**config.mk**
```make
export PLATFORM = sky130hd
export DESIGN_NAME = masked_weighted_l1_patch_cost
export DESIGN_NICKNAME = d
export VERILOG_FILES = /design/src/rtl/mwl1_pkg.sv /design/src/rtl/masked_weighted_l1_patch_cost.sv
export SDC_FILE = /design/constraint.sdc
export NUM_CORES = 1
export LEC_CHECK = 0
export ABC_CLOCK_PERIOD_IN_PS = 8750
export BUFFER_PORTS_ARGS = -buffer_cell sky130_fd_sc_hd__buf_2
export CAP_MARGIN = 25
export CELL_PAD_IN_SITES_DETAIL_PLACEMENT = 1
export CELL_PAD_IN_SITES_GLOBAL_PLACEMENT = 1
export CORE_MARGIN = 5
export CORE_UTILIZATION = 45
export DETAILED_ROUTE_END_ITERATION = 6
export PLACE_DENSITY_LB_ADDON = 0.05
export SYNTH_ARGS = -nofsm -noshare
export SYNTH_HDL_FRONTEND = slang
export SYNTH_SLANG_ARGS = --single-unit
```
**constraint.sdc**
```tcl
create_clock -name clk -period 8.75 [get_ports clk]
set_clock_uncertainty 0.05 [all_clocks]
set_input_delay 0 -clock clk [delete_from_list [all_inputs] [get_ports clk]]
set_output_delay 0 -clock clk [all_outputs]
set_load 0.02 [all_outputs]
```
**src/rtl/mwl1_pkg.sv**
```systemverilog
`default_nettype none

package mwl1_pkg;

  localparam int unsigned DIST_W   = 36;
  localparam int unsigned WSUM_W   = 28;
  localparam int unsigned PROD_W   = 24;
  localparam int unsigned COST_W   = 16;
  localparam int unsigned CFG_IDX_W  = 2;
  localparam int unsigned CFG_DATA_W = 16;

  localparam logic [15:0] UNIT_WEIGHT = 16'd256;
  localparam logic [15:0] COST_MAX    = 16'hFF00;
  localparam logic [15:0] DENSE_WEIGHT_RST = 16'd256;
  localparam logic [7:0]  EMPTY_CODE_RST   = 8'd0;
  localparam logic [7:0]  TARGET_CODE_RST  = 8'd1;

  localparam logic [CFG_IDX_W-1:0] REG_DENSE_WEIGHT = 2'd0;
  localparam logic [CFG_IDX_W-1:0] REG_EMPTY_CODE   = 2'd1;
  localparam logic [CFG_IDX_W-1:0] REG_TARGET_CODE  = 2'd2;

  typedef struct packed {
    logic [7:0] mask_status;
    logic [7:0] dense_value;
    logic [7:0] sparse_value;
    logic [7:0] dictionary_value;
    logic       last;
  } item_t;

  typedef struct packed {
    logic [15:0] cost;
    logic        zero_weight;
  } result_t;

  typedef enum logic [2:0] {
    ST_IDLE,
    ST_MUL,
    ST_ACC,
    ST_PRE,
    ST_DIV,
    ST_DONE
  } state_t;

endpackage

`default_nettype wire

```
**src/rtl/masked_weighted_l1_patch_cost.sv**
```systemverilog
`default_nettype none

// Channel   Direction  Handshake                   Payload
// item      in         item_valid / item_stall     item   (item_t)
// result    out        result_valid / result_stall result (result_t)
// cfg       in         cfg_write                   cfg_index, cfg_data
//
// A word that is not the last of a patch passes through accept, multiply and
// saturating accumulate. A last word adds a range check, 16 restoring divide
// steps (one quotient bit a cycle) and a result load; a zero weight sum or a
// full-scale cost skips the divide.
// Synchronous active-high reset restores the register defaults and clears both
// sums. A stalled result holds in its register; item_stall stays high until idle.
module masked_weighted_l1_patch_cost
  import mwl1_pkg::*;
(
  input  wire logic                  clk,
  input  wire logic                  rst,
  input  wire logic                  item_valid,
  output logic                       item_stall,
  input  wire item_t                 item,
  output logic                       result_valid,
  input  wire logic                  result_stall,
  output result_t                    result,
  input  wire logic                  cfg_write,
  input  wire logic [CFG_IDX_W-1:0]  cfg_index,
  input  wire logic [CFG_DATA_W-1:0] cfg_data
);

  // Configuration registers
  logic [15:0] dense_weight;
  logic [7:0]  empty_code;
  logic [7:0]  target_code;

  // Control
  state_t      state;
  state_t      state_next;
  logic [3:0]  step;

  // Datapath registers
  item_t       held;
  logic [PROD_W-1:0] product;
  logic [15:0] weight;
  logic [DIST_W-1:0] distance_sum;
  logic [WSUM_W-1:0] weight_sum;
  logic [WSUM_W-1:0] rem;
  logic [15:0] quot;
  logic        zero_flag;

  // Combinational datapath
  logic        unknown;
  logic [7:0]  chosen;
  logic [7:0]  diff;
  logic [15:0] weight_sel;
  logic [DIST_W:0]   dist_add;
  logic [WSUM_W:0]   wsum_add;
  logic [WSUM_W:0]   rem_shift;
  logic [WSUM_W:0]   rem_sub;
  logic        cost_high;
  logic        item_take;
  logic        result_take;
  logic        load_result;

  assign item_take   = item_valid && !item_stall;
  assign result_take = result_valid && !result_stall;

  // Configuration writes; unknown index is dropped.
  always_ff @(posedge clk) begin
    if (rst) begin
      dense_weight <= DENSE_WEIGHT_RST;
      empty_code   <= EMPTY_CODE_RST;
      target_code  <= TARGET_CODE_RST;
    end else if (cfg_write) begin
      case (cfg_index)
        REG_DENSE_WEIGHT: dense_weight <= cfg_data;
        REG_EMPTY_CODE:   empty_code   <= cfg_data[7:0];
        REG_TARGET_CODE:  target_code  <= cfg_data[7:0];
        default: ;
      endcase
    end
  end

  // Element select and absolute difference
  always_comb begin
    unknown    = (held.mask_status == empty_code) || (held.mask_status == target_code);
    chosen     = unknown ? held.dense_value : held.sparse_value;
    weight_sel = unknown ? dense_weight : UNIT_WEIGHT;
    diff       = (chosen >= held.dictionary_value) ? (chosen - held.dictionary_value)
                                                   : (held.dictionary_value - chosen);
  end

  // Saturating accumulate
  assign dist_add = {1'b0, distance_sum} + {{(DIST_W + 1 - PROD_W){1'b0}}, product};
  assign wsum_add = {1'b0, weight_sum} + {{(WSUM_W + 1 - 16){1'b0}}, weight};

  // Cost at or above 256.0 means the quotient has more than 16 bits.
  assign cost_high = distance_sum >= {weight_sum, 8'd0};

  // One restoring divide step: bring in the next dividend bit, try subtract.
  assign rem_shift = {rem, quot[15]};
  assign rem_sub   = rem_shift - {1'b0, weight_sum};

  // Next state
  always_comb begin
    state_next = state;
    case (state)
      ST_IDLE: if (item_take) state_next = ST_MUL;
      ST_MUL:  state_next = ST_ACC;
      ST_ACC:  state_next = held.last ? ST_PRE : ST_IDLE;
      ST_PRE: begin
        if (weight_sum == '0 || cost_high) state_next = ST_DONE;
        else                               state_next = ST_DIV;
      end
      ST_DIV:  if (step == 4'd15) state_next = ST_DONE;
      ST_DONE: if (!result_valid || result_take) state_next = ST_IDLE;
      default: state_next = ST_IDLE;
    endcase
  end

  // Outputs of the sequencer
  always_comb begin
    item_stall  = 1'b1;
    load_result = 1'b0;
    case (state)
      ST_IDLE: item_stall  = 1'b0;
      ST_DONE: load_result = !result_valid || result_take;
      default: ;
    endcase
  end

  always_ff @(posedge clk) begin
    if (rst) begin
      state        <= ST_IDLE;
      step         <= '0;
      distance_sum <= '0;
      weight_sum   <= '0;
      result_valid <= 1'b0;
    end else begin
      state <= state_next;
      if (state == ST_ACC) begin
        distance_sum <= dist_add[DIST_W] ? {DIST_W{1'b1}} : dist_add[DIST_W-1:0];
        weight_sum   <= wsum_add[WSUM_W] ? {WSUM_W{1'b1}} : wsum_add[WSUM_W-1:0];
      end
      if (state == ST_PRE) step <= '0;
      else if (state == ST_DIV) step <= step + 4'd1;
      if (load_result) begin
        // Clear sums once the patch result is committed.
        distance_sum <= '0;
        weight_sum   <= '0;
        result_valid <= 1'b1;
      end else if (result_take) begin
        result_valid <= 1'b0;
      end
    end
  end

  // Payload registers
  always_ff @(posedge clk) begin
    if (item_take) held <= item;
    if (state == ST_MUL) begin
      product <= PROD_W'(diff) * PROD_W'(weight_sel);
      weight  <= weight_sel;
    end
    case (state)
      ST_PRE: begin
        zero_flag <= (weight_sum == '0);
        rem       <= distance_sum[DIST_W-1:8];
        if (weight_sum == '0) quot <= '0;
        else if (cost_high)   quot <= COST_MAX;
        else                  quot <= {distance_sum[7:0], 8'd0};
      end
      ST_DIV: begin
        // quot shifts out dividend bits and shifts in quotient bits.
        if (!rem_sub[WSUM_W]) begin
          rem  <= rem_sub[WSUM_W-1:0];
          quot <= {quot[14:0], 1'b1};
        end else begin
          rem  <= rem_shift[WSUM_W-1:0];
          quot <= {quot[14:0], 1'b0};
        end
      end
      default: ;
    endcase
    if (load_result) begin
      result.cost        <= (quot > COST_MAX) ? COST_MAX : quot;
      result.zero_weight <= zero_flag;
    end
  end

endmodule

`default_nettype wire
```
# ---- Word-level counts from Yosys, hierarchy flattened
# Cells that the tools add are included.
dict set report word_totals {
  ramBits 0
  word_cells 82
  in_bits 56
  latch_bits 0
  output_inout_bits 19
  register_bits 239
  n_memories 0
  mem_bits_ro 0
}
dict set report op_classes {
  n_eq_ne 13
  n_shift 0
  n_div 0
  bitwise 0
  mux 21
  n_mul 1
  order_cmp 3
  n_addsub 6
  reduce_logical 18
}
# cell n
set ops {}
lappend ops {{2-to-1 mux 28 bit} 2}
lappend ops {{case mux 28 bit (2 select lines)} 1}
lappend ops {{2-to-1 mux 16 bit} 3}
lappend ops {{adder 36 x 24 -> 37 bit} 1}
lappend ops {{>= comparator 36 bit} 1}
lappend ops {{2-to-1 mux 36 bit} 1}
lappend ops {{case mux 16 bit (2 select lines)} 1}
lappend ops {{adder 28 x 16 -> 29 bit} 1}
lappend ops {{subtractor 29 x 28 -> 29 bit} 1}
lappend ops {{zero test 28 bit} 1}
lappend ops {{multiplier 8 x 16 -> 24 bit} 1}
lappend ops {{case mux 3 bit (6 select lines)} 1}
lappend ops {{equality test 8 bit} 2}
lappend ops {{> comparator 16 bit, second input constant} 1}
lappend ops {{2-to-1 mux 8 bit} 2}
lappend ops {{subtractor 8 bit} 2}
lappend ops {{2-to-1 mux 3 bit} 3}
lappend ops {{>= comparator 8 bit} 1}
lappend ops {{equality test 3 x 2 -> 1 bit, second input constant} 2}
lappend ops {{equality test 3 bit, second input constant} 2}
lappend ops {{2-to-1 mux 1 bit} 6}
lappend ops {{inequality test 2 bit, second input constant} 3}
lappend ops {{AND reduction 2 bit} 3}
lappend ops {{adder 4 x 1 -> 4 bit, second input constant} 1}
lappend ops {{13 further kinds} 19}

# ---- Longest topological paths before layout
# Gate-level depths: netlist of run 1.
dict set report logic_depth {
  word_depth 6
  depth_mapped 36
  ltp_nobuf 34
}

# ---- Worst setup path before layout of run 1
# No wires, ideal clock.
dict set report synth_timing {
  kind {flip-flop to flip-flop}
  from {register held[29] (netlist bit)}
  to {register product[22], data pin}
  period_less_slack_ns 8.537
  arrival_ns 8.229
  path_buffers 4
  stages_incl_launch_ff 33
  setup_ns 0.258
  t_required_ns 8.442
  slack_ns 0.213
  cell_sequence {edfxtp_1 xnor2_1 nand4_1 o22ai_1 clkbuf_1 mux2_2 ha_1 clkbuf_1 o21ai_0 nand2b_1 clkbuf_1 nand3_1 nand2_2 mux2_2 a2111o_1 nand2_1 buf_2 nor2_1 fa_1 fa_1 fa_1 inv_1 fa_1 inv_1 ha_1 a21o_1 or3_1 o211a_1 o21ai_0 o211ai_1 a31o_2 a21oi_1 xnor2_1}
}
dict set report synth_via {
  elab_chain_len 6
  elab_cells_between_ends 10
  classes_between {2 x add/sub; 1 x mul; 1 x order compare; 2 x eq/ne; 3 x mux; 1 x reduce/logical}
}
# element line
set synth_lines {}
lappend synth_lines {{from (decl)} masked_weighted_l1_patch_cost.sv:41} ;# item_t held;
lappend synth_lines {{from (signal assigned)} masked_weighted_l1_patch_cost.sv:159} ;# if (item_take) held <= item;
lappend synth_lines {{equality test 8 bit} masked_weighted_l1_patch_cost.sv:85} ;# unknown = (held.mask_status == empty_code) || (held.mask_status == target_code);
lappend synth_lines {{logical OR 1 bit *} masked_weighted_l1_patch_cost.sv:85}
lappend synth_lines {{2-to-1 mux 8 bit} masked_weighted_l1_patch_cost.sv:86} ;# chosen = unknown ? held.dense_value : held.sparse_value;
lappend synth_lines {{subtractor 8 bit (tied with other cells)} masked_weighted_l1_patch_cost.sv:89} ;# : (held.dictionary_value - chosen);
lappend synth_lines {{2-to-1 mux 8 bit} masked_weighted_l1_patch_cost.sv:88} ;# diff = (chosen >= held.dictionary_value) ? (chosen - held.dictionary_value)
lappend synth_lines {{multiplier 8 x 16 -> 24 bit *} masked_weighted_l1_patch_cost.sv:161} ;# product <= PROD_W'(diff) * PROD_W'(weight_sel);
lappend synth_lines {{to (signal assigned)} masked_weighted_l1_patch_cost.sv:161}
lappend synth_lines {{to (decl)} masked_weighted_l1_patch_cost.sv:42} ;# logic [PROD_W-1:0] product;
# Mark *: on every way between the ends. The rest lies on a longest branch, timed or not.
# A chain may end at the register's enable or synchronous reset.

# ---- Worst setup path in the final report of run 1
dict set report layout_timing {
  from {register held[32] (netlist bit)}
  to {register product[22], data pin}
}
# The elaborated chain is that of the path after synthesis.

==> summary.md, run 1 <==
| Metric | Value |
|---|---|
| Hold Slack | 99.64 ps |
| Combinational fraction of design power | 36.2% |
| Max VDD drop | 0.0001838 V |
| Clock network latency to the later pin of the worst-skew pair | 560 ps |
| Routed via count | 15140 |
| Clock Tree Buf Depth | 3 |
| DR DRC count | 0 |
| Most frequent cell on the critical path | fa_1 |
| Die X | 210.8 um |
| Fin cells | 2644 |
| Net Sw Frac | 36.16% |
| P_sw | 1.523 mW |
| Filler cell count | 4579 |
| Final Hold Viols | 0 |
| Main combinational cell family by area after synthesis | adder cells |
| Crit Path Category | reg2reg |
| First-pass GRT wire length | 86.76 mm |
| Routed WL per cell | 20.46 um |
| Initial antenna violation count | 0 |
| Commonest non-fill, non-tap cell in the layout | nor2_1 |
| Final period util | 96.57% |
| First-pass DRT Iterations | 5 |
| Unrepaired setup endpoints after global routing | true |
| Minimum clock period | 8450 ps |
| Worst-path fanout max | 6 |
| FF+latch count, synth | 239 |
| Avg Inst Size Synth | 9.227 um^2 |
| CTS tree | done |
| Max_slew headroom | 33.02% |
| Core Rows | 73 |
| Initial core utilization | 45.57% |
| Final worst slack | 300.4 ps |
| Post-route ant nets | 0 |
| Vias per inst | 5.725 |
| Primary FF master, synth | edfxtp_1 |
| Synth Area in Compound Gates | 16.68% |
| Nets | 2397 |
| Status | finished, final reports clean |
| Worst min-delay path class | in2reg |
| Placer congestion estimate | 0.8858 |
| Number of synthesized flops with an enable pin | 135 |
| Adder and majority gate portion of the synthesized area | 20.64% |
| Number of H-tree levels | 1 |
| Initial DRC count | 752 |
| Dpl ws | -29.27 ps |
| Number of library cell types mapped by synthesis | 75 |
| Fraction of layout cells with a size suffix above 1 | 10.71% |
| CP Data Arrival Time | 8710 ps |
| Clk sinks | 239 |
| Critical Path Source Type | flip-flop |
| Slowest cell on the critical path | fa_1 |
| Area grow syn2layout | 15.78% |
| Worst EP required | 9010 ps |
| Cts bufs inserted | 30 |
| Setup violations, final | 0 |
| Netlist Area Pre-Place | 18150 um^2 |
| Power density cells | 200.5 nW/um^2 |
| Syn nets | 2269 |
| YS warnings | 0 |
| Antenna diodes | 0 |
| PortBufs | 74 |
| Finished Core Util | 52.76% |
| Total die area | 44450 um^2 |
| Die boundary height | 210.8 um |
| Vias in the first global route | 16150 |
| GRT Total Usage | 23.98% |
| Leakage power | 9.048 nW |
| Core area | 39820 um^2 |
| Number of max-cap violations | 0 |
| Slowest Stage Delay on Critical Path | 550 ps |
| Max Freq | 0.1183 GHz |
| Simple-gate area share of the yosys netlist | 16.25% |
| Post-synthesis sequential area ratio | 33.81% |
| P_int | 2.690 mW |
| CTS clk-pin slew, worst paths | 60 ps |
| Share of power burned in registers | 34.0% |
| Slew Viols, Final | 0 |
| Clock power share | 29.8% |
| Post-synth ARST share | 0% |
| XOR/XNOR Fraction of Synth Area | 4.778% |
| Slew at the pin closest to its max-slew limit | 994.2 ps |
| Routed wire length | 54.11 mm |
| IO Pins | 75 |
| Root Buffer | clkbuf_16 |
| Largest net degree at the start of global routing | 49 |
| GRT overflow | 0 |
| Dpl cells | 2511 |
| CP Capture Type | flip-flop |
| Dpl hpwl | 40.08 mm |
| Mux cell area share after synthesis | 1.841% |
| Synth Instances | 1967 |
| Most frequent cells in the layout | nor2_1, inv_1, ha_1, edfxtp_1, a21oi_1 |
==> synth_stat cells (all sizes together), types with 13 or more instances <==
cell,instances,area (um^2)
inv,204,765.7
xor2,36,315.3
buf,16,87.58
and3,20,125.1
edfxtp,135,4054
dfxtp,104,2082
a221oi,18,163.9
o31ai,13,97.59
xnor2,63,551.8
nor2,209,784.5
or3,15,93.84
ha,157,1964
nand3,51,255.2
nor2b,26,162.7
fa,89,1782
nor3,40,200.2
a211oi,15,127.6
o21ai,84,420.4
nand4,35,219.0
mux2i,21,210.2
and2,16,100.1
a21o,47,352.8
a31oi,29,181.4
a21oi,132,668.1
nand2,118,445.4
o21a,18,135.1
nor4,15,93.84
clkbuf,63,236.5
nand2b,31,193.9
or2,14,87.58
==> per-layer routing <==
metal  vias to the layer above  GRT usage (%)  part of all wire, %
met4                         0          7.020                  3.2
met5                         -              0                    0
li1                       7233              -                    -
met2                       264          44.37                   52
met1                      7548          29.51                   42
met3                        91          2.569                  2.9
==> power by group through the flow <==
stage | registers (mW) | clock network [mW] | logic (mW)
CTS | 1.43 | 1.28 | 1.49
finish | 1.43 | 1.26 | 1.53
floorplan | 1.41 | 0 | 1.05
global placement | 1.45 | 0 | 1.40
detailed placement | 1.45 | 0 | 1.45
global route | 1.44 | 1.33 | 1.69
==> flip-flops by register name, indices dropped and copies added (netlist names) <==
signal / count
state: 3
product: 24
empty_code: 8
quot: 16
zero_flag: 1
weight: 16
result_valid: 1
dense_weight: 16
rem: 28
held: 33
target_code: 8
result: 17
weight_sum: 28
distance_sum: 36
step: 4
==> logic make-up (layout without fill, tap and decap cells) <==
family                   count (synthesis)  count (layout)
XOR/XNOR                                99              99
AND/OR/NAND/NOR                        613             613
adder cells (fa/ha/maj)                246             246
multiplexers                            32              32
buffers and inverters                  283             435
AO/OA/AOI/OAI                          455             455
flip-flops                             239             239
==> metrics by stage <==
step / power, mW / instance area, um^2 / TNS, ps
global route: 4.453 / 21010 / -131.1
global placement: 2.848 / 19050 / 0
finish: 4.213 / 21010 / 0
CTS: 4.198 / 20810 / 0
detailed placement: 2.899 / 19100 / -29.27
floorplan: 2.459 / 18150 / 0
==> critical path: cells and delay by family, from the launching register on <==
family	cells	cell delay (ps)
XOR/XNOR	2	300
flip-flops	1	490
AO/OA/AOI/OAI	9	1820
buffers and inverters	4	450
adder cells (fa/ha/maj)	6	2800
AND/OR/NAND/NOR	7	1420
multiplexers	2	870
==> final cells by class <==
| class | instances | area (um^2) | area share, % |
|---|---|---|---|
| tap | 525 | 656.9 | 3.126 |
| sequential | 239 | 6136 | 29.20 |
| clock inverter | 8 | 75.07 | 0.3573 |
| clock buffer | 48 | 930.9 | 4.430 |
| inverter | 204 | 765.7 | 3.644 |
| multi-input combinational | 1445 | 11110 | 52.89 |
| timing repair buffer | 175 | 1334 | 6.347 |
==> path summary, 6_finish.rpt <==
kind,startpoint,end,cells after the start,slack (ps)
worst max-delay path,held[32]$_DFFE_PP_,product[22]$_DFFE_PP_,30,300
worst min-delay path,item[1],held[1]$_DFFE_PP_,2,100
worst max register to register,held[32]$_DFFE_PP_,product[22]$_DFFE_PP_,30,300
worst min register to register,zero_flag$_DFFE_PP_,result[0]$_DFFE_PP_,0,400
==> what timing repair did <==
| action | CTS | global route |
|---|---|---|
| hold buffers | 69 | 0 |
| buffers inserted | 0 | 7 |
| endpoints found under the setup margin | 2 | 7 |
| resized for setup | 2 | 26 |
| pin swaps | 0 | 10 |
| hold endpoints to repair | 85 | 0 |
Power figures use the tool's default switching activity.
==> inputs of run 2 (changes only) <==
--- a/config.mk
+++ b/config.mk
@@ -5,14 +5,15 @@
 export SDC_FILE = /design/constraint.sdc
 export NUM_CORES = 1
 export LEC_CHECK = 0
-export ABC_CLOCK_PERIOD_IN_PS = 8750
+export ABC_CLOCK_PERIOD_IN_PS = 8400
 export BUFFER_PORTS_ARGS = -buffer_cell sky130_fd_sc_hd__buf_2
 export CAP_MARGIN = 25
 export CELL_PAD_IN_SITES_DETAIL_PLACEMENT = 1
 export CELL_PAD_IN_SITES_GLOBAL_PLACEMENT = 1
 export CORE_MARGIN = 5
-export CORE_UTILIZATION = 45
+export CORE_UTILIZATION = 50
 export DETAILED_ROUTE_END_ITERATION = 6
+export GPL_ROUTABILITY_DRIVEN = 0
 export PLACE_DENSITY_LB_ADDON = 0.05
 export SYNTH_ARGS = -nofsm -noshare
 export SYNTH_HDL_FRONTEND = slang
==> constraint.sdc (replaced) <==
create_clock -name clk -period 8.4 [get_ports clk]
set_clock_uncertainty 0.05 [all_clocks]
set_input_delay 0 -clock clk [delete_from_list [all_inputs] [get_ports clk]]
set_output_delay 0 -clock clk [all_outputs]
set_load 0.02 [all_outputs]
==> run 2 against run 1 <==
  * Die area decreased by 9.5%
  * Combinational power is 14% higher
  * Total power grew 7.1%
  * Via count rose by 4.7%
  * Routed wire length rose by 13%
  * Setup slack got worse by 270 ps
  * Critical path depth decreased by 1
==> summary.md, run 2 (synthesized netlist as in run 1, its figures left out) <==
| Metric | Value |
|---|---|
| Number of max-cap violations | 0 (unchanged) |
| GRT busiest layer | met2 |
| Worst-path fanout max | 6 (unchanged) |
| Initial DRC count | 829 (+10%) |
| First-pass DRT Iterations | 5 (unchanged) |
| First-pass GRT wire length | 93.22 mm (+7.4%) |
| Max_slew headroom | 33.71% (+0.69 points) |
| Critical path buffer and inverter count | 3 (-1) |
| Total die area | 40210 um^2 (-9.5%) |
| Fin cells | 2599 (-1.7%) |
| Vias per inst | 6.098 (+6.5%) |
| Grt met3 use | 3.086% (+0.52 points) |
| Number of H-tree levels | 1 (unchanged) |
| Largest net degree at the start of global routing | 49 (unchanged) |
| Max Freq | 0.1195 GHz (+0.98%) |
| Root Buffer | clkbuf_16 |
| Clk sinks | 239 (unchanged) |
| Initial antenna violation count | 1 (+1) |
| Die X | 200.5 um (-4.9%) |
| Initial core utilization | 50.78% (+5.2 points) |
| Setup violations, final | 0 (unchanged) |
| Clock Tree Buf Depth | 3 (unchanged) |
| Max reg flops | 36 (unchanged) |
| Routed wire length | 61.23 mm (+13%) |
| Commonest non-fill, non-tap cell in the layout | inv_1 |
| Post-route ant nets | 0 (unchanged) |
| Core area | 35740 um^2 (-10%) |
| Worst EP required | 8660 ps (-350 ps) |
| Total power | 4.514 mW (+7.1%) |
| IO Pins | 75 (unchanged) |
| Most frequent cells in the layout | inv_1, nor2_1, ha_1, edfxtp_1, a21oi_1 |
| Worst min-delay path class | in2reg |
| Dpl cells | 2452 (-2.3%) |
| CP Capture Type | flip-flop |
| Post-layout instance area | 21220 um^2 (+1.0%) |
| GRT met2 Usage | 53.54% (+9.2 points) |
| Setup TNS | 0 ps (unchanged) |
| Vias in the first global route | 17130 (+6.0%) |
| Final Hold Viols | 0 (unchanged) |
| Reg with most FFs | distance_sum |
| Crit Path Category | reg2reg |
| Slew Viols, Final | 0 (unchanged) |
| Fraction of layout cells with a size suffix above 1 | 12.59% (+1.9 points) |
| Power density cells | 212.7 nW/um^2 (+6.1%) |
| Slew at the pin closest to its max-slew limit | 994.4 ps (+0.2110 ps) |
| GRT Total Usage | 28.40% (+4.4 points) |
| Leakage power | 9.134 nW (+0.95%) |
| Routed via count | 15850 (+4.7%) |
| Clock network latency to the later pin of the worst-skew pair | 570 ps (about the same) |
| CTS clk-pin slew, worst paths | 70 ps (about the same) |
| Critical Path Source Type | flip-flop |
| Die boundary height | 200.5 um (-4.9%) |
| Dpl hpwl | 40.48 mm (+1.0%) |
| DR DRC count | 0 (unchanged) |
| Minimum clock period | 8368 ps (-81.71 ps) |
| Status | finished, final reports clean |
| GRT overflow | 0 (unchanged) |
| Core Rows | 69 (-5.5%) |
| Area grow syn2layout | 16.94% |
| Cts bufs inserted | 29 (-3.3%) |
| CTS tree | done |
| Routed WL per cell | 23.56 um (+15%) |
| Hold Slack | 93.30 ps (-6.339 ps) |
| Worst path top cell family by delay | adder cells |
| Grt met1 use | 33.76% (+4.3 points) |
| Slowest Stage Delay on Critical Path | 550 ps (about the same) |
| Unrepaired setup endpoints after global routing | true |
| CP Data Arrival Time | 8630 ps (-80 ps) |
| Slowest cell on the critical path | fa_1 |
| PortBufs | 74 (unchanged) |
| Largest regs | distance_sum: 36 flops, held: 33 flops |
| Most frequent cell on the critical path | fa_1 |
| Max VDD drop | 0.0001981 V (+7.8%) |
| Dpl cell area | 19040 um^2 (-0.31%) |
| Nets | 2417 (+0.83%) |
| Final period util | 99.62% (+3.1 points) |
run 2: cell count changes in the layout (fill, tap and decap cells not counted), sizes merged:
cell | before | now
clkinv | 3 | 12
diode | 0 | 1
bufinv | 1 | 3
clkbuf | 48 | 32
clkinvlp | 2 | 3
buf | 106 | 123
inv | 206 | 207
dlygate4sd3 | 69 | 73
run 2: layer usage:
layer / routed length (um) / vias up
met4: 2501 / 0
met5: 0 / -
met3: 2013 / 171
li1: - / 7266
met1: 24510 / 7983
met2: 32210 / 428
run 2: final timing paths:
path,from,end,slack [ps],cells past startpoint
max,held[25]$_DFFE_PP_,product[22]$_DFFE_PP_,30,29
min,item[28],held[28]$_DFFE_PP_,90,2
max reg2reg,held[25]$_DFFE_PP_,product[22]$_DFFE_PP_,30,29
min reg2reg,zero_flag$_DFFE_PP_,result[0]$_DFFE_PP_,380,0
run 2: through the flow:
step	setup WS (ps)	utilization, %
2_1_floorplan	71.18	-
4_1_cts	8.226	58.12
3_3_place_gp	214.8	53.20
5_1_grt	-251.6	59.38
3_5_place_dp	-166.8	53.27
6_report	32.08	59.38
run 2: final cells by class:
class / count / area [um^2]
Multi-Input combinational cell: 1445 / 11270
Timing Repair Buffer: 196 / 1529
Clock buffer: 32 / 747.0
Inverter: 204 / 765.7
Clock inverter: 21 / 192.7
Tap cell: 461 / 576.8
Sequential cell: 239 / 6136
Antenna cell: 1 / 2.502
Fill cell: 3987 / 14520
run 2: repair_timing:
item                                    CTS  global route
endpoints found under the hold margin    74             0
hold buffers                             73             0
resized for setup                         9            60
buffers inserted                          2            16
endpoints found under the setup margin    6            11
pin swaps                                 0            33
run 2: report_power, final:
group | internal (mW) | switching, mW
combinational | 0.694 | 1.06
sequential | 1.39 | 0.102
clock | 0.733 | 0.537
